`src/hdl/assert_macros.svh`:
```
// assertion macros for the quaternion unit
`ifndef ASSERT_MACROS_SVH
`define ASSERT_MACROS_SVH
`ifndef SYNTHESIS
`define ASSERT_IMPLIES(label, clk, rst, ante, cons) \
  label: assert property (@(posedge clk) disable iff (rst) (ante) |-> (cons)) \
    else $error("assertion failed");
`define ASSERT_NEVER(label, clk, rst, cond) \
  label: assert property (@(posedge clk) disable iff (rst) !(cond)) \
    else $error("assertion failed");
`else
`define ASSERT_IMPLIES(label, clk, rst, ante, cons)
`define ASSERT_NEVER(label, clk, rst, cond)
`endif
`endif

```
`src/hdl/qau_pkg.sv`:
```
// package with types, constants and helpers of the quaternion unit
`timescale 1ns / 1ps
`default_nettype none
package qau_pkg;
  localparam int DataWidth = 16;
  localparam int FracBits = 12;
  localparam int ProdWidth = 2 * DataWidth;
  localparam int AccWidth = ProdWidth + 3;
  localparam int SqWidth = ProdWidth + 2;
  localparam int NumWidth = DataWidth + FracBits + 1;
  // rounded squared norm reaches 2^(2*DataWidth-FracBits)
  localparam int DenWidth = ProdWidth - FracBits + 1;

  typedef logic signed [DataWidth-1:0] data_t;

  localparam logic [2:0] CmdAdd = 3'd0;
  localparam logic [2:0] CmdSub = 3'd1;
  localparam logic [2:0] CmdMul = 3'd2;
  localparam logic [2:0] CmdConj = 3'd3;
  localparam logic [2:0] CmdInv = 3'd4;
  localparam logic [2:0] CmdNorm = 3'd5;
  localparam logic [2:0] CmdDot = 3'd6;
  localparam logic [2:0] CmdMat = 3'd7;

  typedef struct packed {
    logic [2:0] cmd;
    data_t a_w;
    data_t a_x;
    data_t a_y;
    data_t a_z;
    data_t b_w;
    data_t b_x;
    data_t b_y;
    data_t b_z;
  } in_item_t;

  typedef struct packed {
    data_t r0;
    data_t r1;
    data_t r2;
    data_t r3;
    logic last;
    logic zero_norm;
    logic saturated;
  } out_item_t;

  localparam logic signed [AccWidth-1:0] OneAcc = AccWidth'(1) <<< FracBits;

  // round to nearest, ties up, with shift sh
  function automatic logic signed [AccWidth-1:0] rnd(input logic signed [AccWidth-1:0] v,
                                                     input int sh);
    logic signed [AccWidth-1:0] t;
    t = v + (AccWidth'(1) <<< (sh - 1));
    return t >>> sh;
  endfunction

  // clip to data range, flag set on clip
  function automatic logic [DataWidth:0] clip(input logic signed [AccWidth-1:0] v);
    logic signed [AccWidth-1:0] hi;
    logic signed [AccWidth-1:0] lo;
    hi = AccWidth'((64'sd1 <<< (DataWidth - 1)) - 1);
    lo = -hi - AccWidth'(1);
    if (v > hi) return {1'b1, hi[DataWidth-1:0]};
    if (v < lo) return {1'b1, lo[DataWidth-1:0]};
    return {1'b0, v[DataWidth-1:0]};
  endfunction
endpackage
`default_nettype wire

```
`src/hdl/qau_emit.sv`:
```
// output sequencer: one row per item, four rows for matrix items, with a queue
`timescale 1ns / 1ps
`default_nettype none
module qau_emit (
  input  wire logic clk,
  input  wire logic rst,
  input  wire logic in_vld,
  input  wire qau_pkg::in_item_t op,
  input  wire logic [3:0][qau_pkg::AccWidth-1:0] row0,
  input  wire logic [3:0][qau_pkg::AccWidth-1:0] row1,
  input  wire logic [3:0][qau_pkg::AccWidth-1:0] row2,
  input  wire logic zn,
  output logic full,
  output logic out_vld,
  output qau_pkg::out_item_t out_item
);
  import qau_pkg::*;
  localparam int Depth = 4;
  typedef struct packed {
    logic mat;
    logic zn;
    logic [3:0][AccWidth-1:0] r0;
    logic [3:0][AccWidth-1:0] r1;
    logic [3:0][AccWidth-1:0] r2;
  } ent_t;
  ent_t mem [Depth];
  logic [1:0] wp, rp, beat;
  logic [2:0] cnt;
  ent_t cur;
  logic [3:0][AccWidth-1:0] rowv;
  logic [DataWidth:0] c [4];
  logic pop;

  always_comb begin
    cur = mem[rp];
    unique case (beat)
      2'd0: rowv = cur.r0;
      2'd1: rowv = cur.r1;
      2'd2: rowv = cur.r2;
      default: rowv = {OneAcc, AccWidth'(0), AccWidth'(0), AccWidth'(0)};
    endcase
    for (int i = 0; i < 4; i++) c[i] = clip(rowv[i]);
    pop = (cnt != '0) && (!cur.mat || beat == 2'd3);
    full = (cnt >= 3'd2);
  end

  always_ff @(posedge clk) begin
    if (in_vld) mem[wp] <= '{op.cmd == CmdMat, zn, row0, row1, row2};
    out_item <= '{c[0][DataWidth-1:0], c[1][DataWidth-1:0], c[2][DataWidth-1:0],
                  c[3][DataWidth-1:0], pop, cur.zn && !cur.mat,
                  c[0][DataWidth] | c[1][DataWidth] | c[2][DataWidth] | c[3][DataWidth]};
    if (rst) begin
      wp <= '0; rp <= '0; beat <= '0; cnt <= '0; out_vld <= 1'b0;
    end else begin
      out_vld <= (cnt != '0);
      if (in_vld) wp <= wp + 1'b1;
      if (pop) begin
        rp <= rp + 1'b1;
        beat <= '0;
      end else if (cnt != '0) begin
        beat <= beat + 1'b1;
      end
      cnt <= cnt + 3'(in_vld) - 3'(pop);
    end
  end
endmodule
`default_nettype wire
```
`config.mk`:
```
export PLATFORM = sky130hd
export DESIGN_NAME = qau_emit
export DESIGN_NICKNAME = d
export VERILOG_FILES = /design/src/hdl/assert_macros.svh /design/src/hdl/qau_pkg.sv /design/src/hdl/qau_emit.sv
export SDC_FILE = /design/constraint.sdc
export NUM_CORES = 1
export LEC_CHECK = 0
export BUFFER_PORTS_ARGS = -buffer_cell sky130_fd_sc_hd__clkbuf_2
export CAP_MARGIN = 40
export CORE_MARGIN = 2
export CORE_UTILIZATION = 54
export CTS_CLUSTER_SIZE = 12
export DETAILED_ROUTE_END_ITERATION = 7
export PLACE_DENSITY_LB_ADDON = 0.05
export SYNTH_ARGS = -nofsm -noshare
export SYNTH_HDL_FRONTEND = slang
export SYNTH_SLANG_ARGS = --single-unit
```
`constraint.sdc`:
```
create_clock -name clk -period 17 [get_ports clk]
set_input_delay 3.4 -clock clk [delete_from_list [all_inputs] [get_ports clk]]
set_output_delay 3.4 -clock clk [all_outputs]
set_load 0.01 [all_outputs]
```
Yosys cells after proc, flatten, opt, wreduce, memory -nomap -nowiden
Memories as Yosys holds them, arrays and structs flattened. A register that Yosys moved wholly into a read port is not among the register bits.
Cells that the tools add are included.
{ "word_totals": {"ff_bits": 77, "mem_bits_rw": 1688, "inputBits": 555, "out_inout_bits": 69, "wordCells": 74, "memories": 1} }
{ "op_classes": {"addsub": 5, "order_cmp": 9, "n_eq_ne": 4, "n_mux": 33, "n_bitwise": 3, "n_reduce_logical": 7} }
{ "mem_list": {"columns": ["memory", "depth", "width", "rd", "rd_clocked_by_memory_dff", "wr", "line_no", "source"], "rows": [
  ["mem", 4, 422, 1, 1, 1, "qau_emit.sv:26", "ent_t mem [Depth];"]
]} }
{ "op_table": {"columns": ["op", "count"], "rows": [
  ["$pmux W140 S3", 1],
  ["$mux W17", 16],
  ["$gt A35 B16 Y1 const B", 4],
  ["$lt A35 B16 Y1 const B", 4],
  ["$mux W1", 14],
  ["$add A2 B1 Y2 const B", 3],
  ["$eq A2 B2 Y1 const B", 2],
  ["$mux W2", 2],
  ["$add A3 B1 Y3", 1],
  ["$eq A3 B3 Y1 const B", 1],
  ["$ge A3 B2 Y1 const B", 1],
  ["$or A1 B1 Y1", 3],
  ["$reduce_bool A3 Y1", 1],
  ["$sub A3 B1 Y3", 1],
  ["$eq A2 B1 Y1 const B", 1],
  ["$logic_and A1 B1 Y1", 2],
  ["$logic_not A2 Y1", 1],
  ["$reduce_or A2 Y1", 1],
  ["$logic_not A1 Y1", 1],
  ["$logic_or A1 B1 Y1", 1]
]} }

Depth between registers and ports, before layout
{ "depth": {"depth_word": 10, "ltp_mapped": 16, "mapped_depth_nobuf": 10} }

Worst setup path after synthesis
OpenSTA, ideal clock, no wires.
{ "synth_path": {"kind": "input to register", "start": "in in_vld", "end": "mem mem[0][0] in the netlist's numbering, enable pin", "setup_time_ns": 0.838, "t_arrival_ns": 12.885, "required_time_ns": 16.162, "path_slack_ns": 3.276, "stages": 1, "n_path_buf": 0, "cell_sequence": "and2_1"} }
{ "synth_via": {"elab_chain_len": 2} }
{ "synth_lines": {"columns": ["item", "line_no", "source"], "rows": [
  ["start, declared", "qau_emit.sv:7", "input wire logic in_vld,"],
  ["$mux W1", "qau_emit.sv:48", "if (in_vld) mem[wp] <= '{op.cmd == CmdMat, zn, row0, row1, row2};"],
  ["$mux W1 (implied by the code)", "qau_emit.sv:48", null],
  ["end, declared", "qau_emit.sv:26", null]
]} }
Every way passes these cells.

==> impl_metrics.tcl <==
set metrics [dict create \
    worstHoldStart "rp[1]$_SDFFE_PP0P_" \
    path_class "reg -> reg" \
    multi_input_area_um2 12910 \
    seqCellArea_um2 52280 \
    gr-total-overflow 0 \
    dp_cells 5089 \
    path_max_fanout 54 \
    drcViolationCount 0 \
    ios 624 \
    post_layout_nonfiller_instances 5430 \
    clk_pin_slew_ns 0.06 \
    end_kind "flop" \
    leakagePower_uw 0.02479 \
    r2r_slack_ns 11.50 \
    drt_iter0_markers 2728 \
    grtUsageTotal 0.2431 \
    min_period_over_period 0.3233 \
    num_vias 32300 \
    final_common_cell "edfxtp_1" \
    synth-seq-cells 1767 \
    cts_tree "done" \
    hold_viol 0 \
    syn_area_per_cell_um2 21.46 \
    ir_worst_vdd_mv 0.1178 \
    whs_path_depth 2 \
    ant_nets 0 \
    core_um2 121400 \
    grt_start_max_net_pins 164 \
    routed_via_density 5.948 \
    grt_pass1_wl_um 221200 \
    ys_types 43 \
    syn_inst 3070 \
    finalCriticalPeriod_ns 5.497 \
    drive_above_1_share 0.2904 \
    die_width_um 353.3 \
    antenna_found_initial 70 \
    worst_setup_path_start_kind "flop" \
    start_util 0.5428 \
    ctsResizeCount 0 \
    crit_chain "buf_12 > buf_4 > buf_4 > buf_16 > mux2i_1 > o22ai_1 > a211oi_1 > nor4_1 > nand4_1 > o41ai_2 > and2_1 > a21o_1" \
    max_slew_margin 0.2146 \
    cts_hold_buf 0 \
    wl_um 151400 \
    report.final.slew_viol_count 0 \
    maxCapViolations 0 \
    setup_viol 0 \
    rsz0062_at_grt "no" \
    power.density_nw_per_um2 151.8 \
    slowest_stage "o41ai_2" \
    die_area_um2 124800 \
    clock_latency_ns 0.81 \
    fmax_ghz 0.1819 \
    critical_path_required_ns 17.75 \
    gp_congestion 0.7666 \
    yosysWarnings 0 \
    fin_setup_tns_ns 0 \
    arrival_ns 6.25 \
    r2r_end "out_item[17]$_SDFF_PN1_" \
    hold_path_class "reg -> reg" \
    worstMarginPinSlew_ns 1.178 \
    post_cts_buffers 0 \
    root_buffer "clkbuf_16" \
    nets 4212 \
    synth_area_um2 65890 \
    ys_seq_area_frac 0.7933 \
    areaGrowthSynthToFinish_pct 15.60 \
    numCtsBuffers 179 \
    status "completed" \
    max_stage_delay_ns 0.80 \
    ff2ff_path_depth 12 \
    worst-path-buf-inv 4 \
    portBuffers 495 \
    layout_common_cells "edfxtp_1 (1688), clkbuf_2 (495), mux4_2 (288)" \
    drtPass1Iterations 5 \
    nFillCells 8575 \
    critical_path.top_delay_family "buffers and inverters" \
    h-tree-depth 4 \
    syn_nets 3637 \
    core.rowCount 128 \
    grt_pass1_vias 33810 \
    die_h_um 353.3 \
    cts.sinks 1767 \
    crit_top_cell "buf_4" \
    clock_path_buffers 3 \
    hpwl_um 89440 \
    wl_per_cell_um 27.89 \
    fin_skew_ns 0.02570 \
]
## final cells by class
| cell class | instances | share of cell area |
|---|---|---|
| flip-flops and latches | 1767 | 0.6863 |
| multi-input cells | 1125 | 0.1695 |
| clock buffers | 254 | 0.06394 |
| repair buffers | 561 | 0.04570 |
| well taps | 1625 | 0.02669 |
| clock inverters | 59 | 0.006373 |
| diodes | 28 | 0.0009198 |
| inverters | 11 | 0.0005420 |
## cells in the mapped netlist, drive strengths merged
cell       n  area, um2
and3       2      12.51
or4        2      15.01
o22ai    134      838.3
mux4     288       6486
a222oi    12      120.1
fa         1      20.02
nand2b     3      18.77
a21oi      3      15.01
nor4      16      112.6
o41ai      1      8.760
buf       96      511.7
xnor2      4      35.03
a22oi     61      457.9
o41a       2      22.52
and2       6      37.54
ha        11      137.6
a211oi    67      503.0
or3        4      25.02
nor3       6      30.03
a31oi      1      6.260
inv       11      41.29
o31ai      1      7.510
a21o      56      420.4
xor2       1      8.760
edfxtp  1688      50690
a311oi     4      35.03
nand4     19      118.9
mux2i    270       2703
nor2b      2      12.51
dfxtp     79       1582
a41oi      2      32.53
nand2    124      468.0
clkbuf    71      266.5
nor2      16      60.06
o21ai      2      10.00
a311o      1      10.01
nand3      3      15.01
## kinds of logic (layout without fill, tap and decap cells)
| family | count (synthesis) | in the layout | share of synthesized area |
|---|---|---|---|
| mux | 558 | 558 | 0.1395 |
| other cells | 0 | 28 | 0 |
| fa+ha+maj | 12 | 12 | 0.002393 |
| xor+xnor | 5 | 5 | 0.0006646 |
| compound gates | 347 | 347 | 0.03775 |
| buf+inv | 178 | 885 | 0.01244 |
| flops | 1767 | 1767 | 0.7933 |
| simple gates | 203 | 203 | 0.01405 |
## report_power, final
part / leakage, uW / total (uW) / internal, uW / switching, uW
clock: 0.00260 / 3590 / 2020 / 1570
sequential: 0.0162 / 5180 / 5080 / 102
combinational: 0.00602 / 2790 / 1140 / 1660
total: 0.0248 / 11600 / 8240 / 3320
## sequential cells by signal (all words and copies together), names as in the netlist, named ones only
signal    count
mem        1688
out_vld       1
out_item     67
wp            2
rp            2
cnt           3
beat          2
## worst max path at each step
stage	from	slack, ns	cells past startpoint	end
detailed placement	in_vld	10.96	6	mem[2][54]$_DFFE_PP_
CTS	flop	11.40	12	out_item[13]$_SDFF_PN1_
floorplan	in_vld	3.28	1	mem[0][0]$_DFFE_PP_
global route	flop	11.11	12	out_item[17]$_SDFF_PN1_
global placement	in_vld	10.30	4	mem[3][203]$_DFFE_PP_
finish	flop	11.50	12	out_item[17]$_SDFF_PN1_
## through the flow
step           instance area (um2)  worst slack (ns)    util  hold slack [ns]  total power [uW]
3_5_place_dp                 70750             10.96  0.5828           0.5495              8104
4_1_cts                      76100             11.40  0.6269           0.5598             11700
6_report                     76170             11.50  0.6275           0.5515             11560
5_1_grt                      76140             11.11  0.6272           0.5951             12040
3_3_place_gp                 70200             10.30  0.5783           0.4999              7997
2_1_floorplan                65890             3.276       -           0.4847              7109
## per-layer routing
layer | share of wire | vias to the layer above | global-route usage
met5 | 0.0033 | - | 0
met4 | 0.025 | 74 | 0.07626
met3 | 0.085 | 289 | 0.07607
met2 | 0.50 | 1010 | 0.3980
met1 | 0.39 | 16860 | 0.3135
li1 | - | 14070 | -
## tightest hold or removal path: cells and delay by family, from the launching register on
family	cells	cell delay, ns
XOR/XNOR	1	0.14
flip-flops	1	0.31
AND/OR/NAND/NOR	1	0.07
Power figures use the tool's default switching activity.
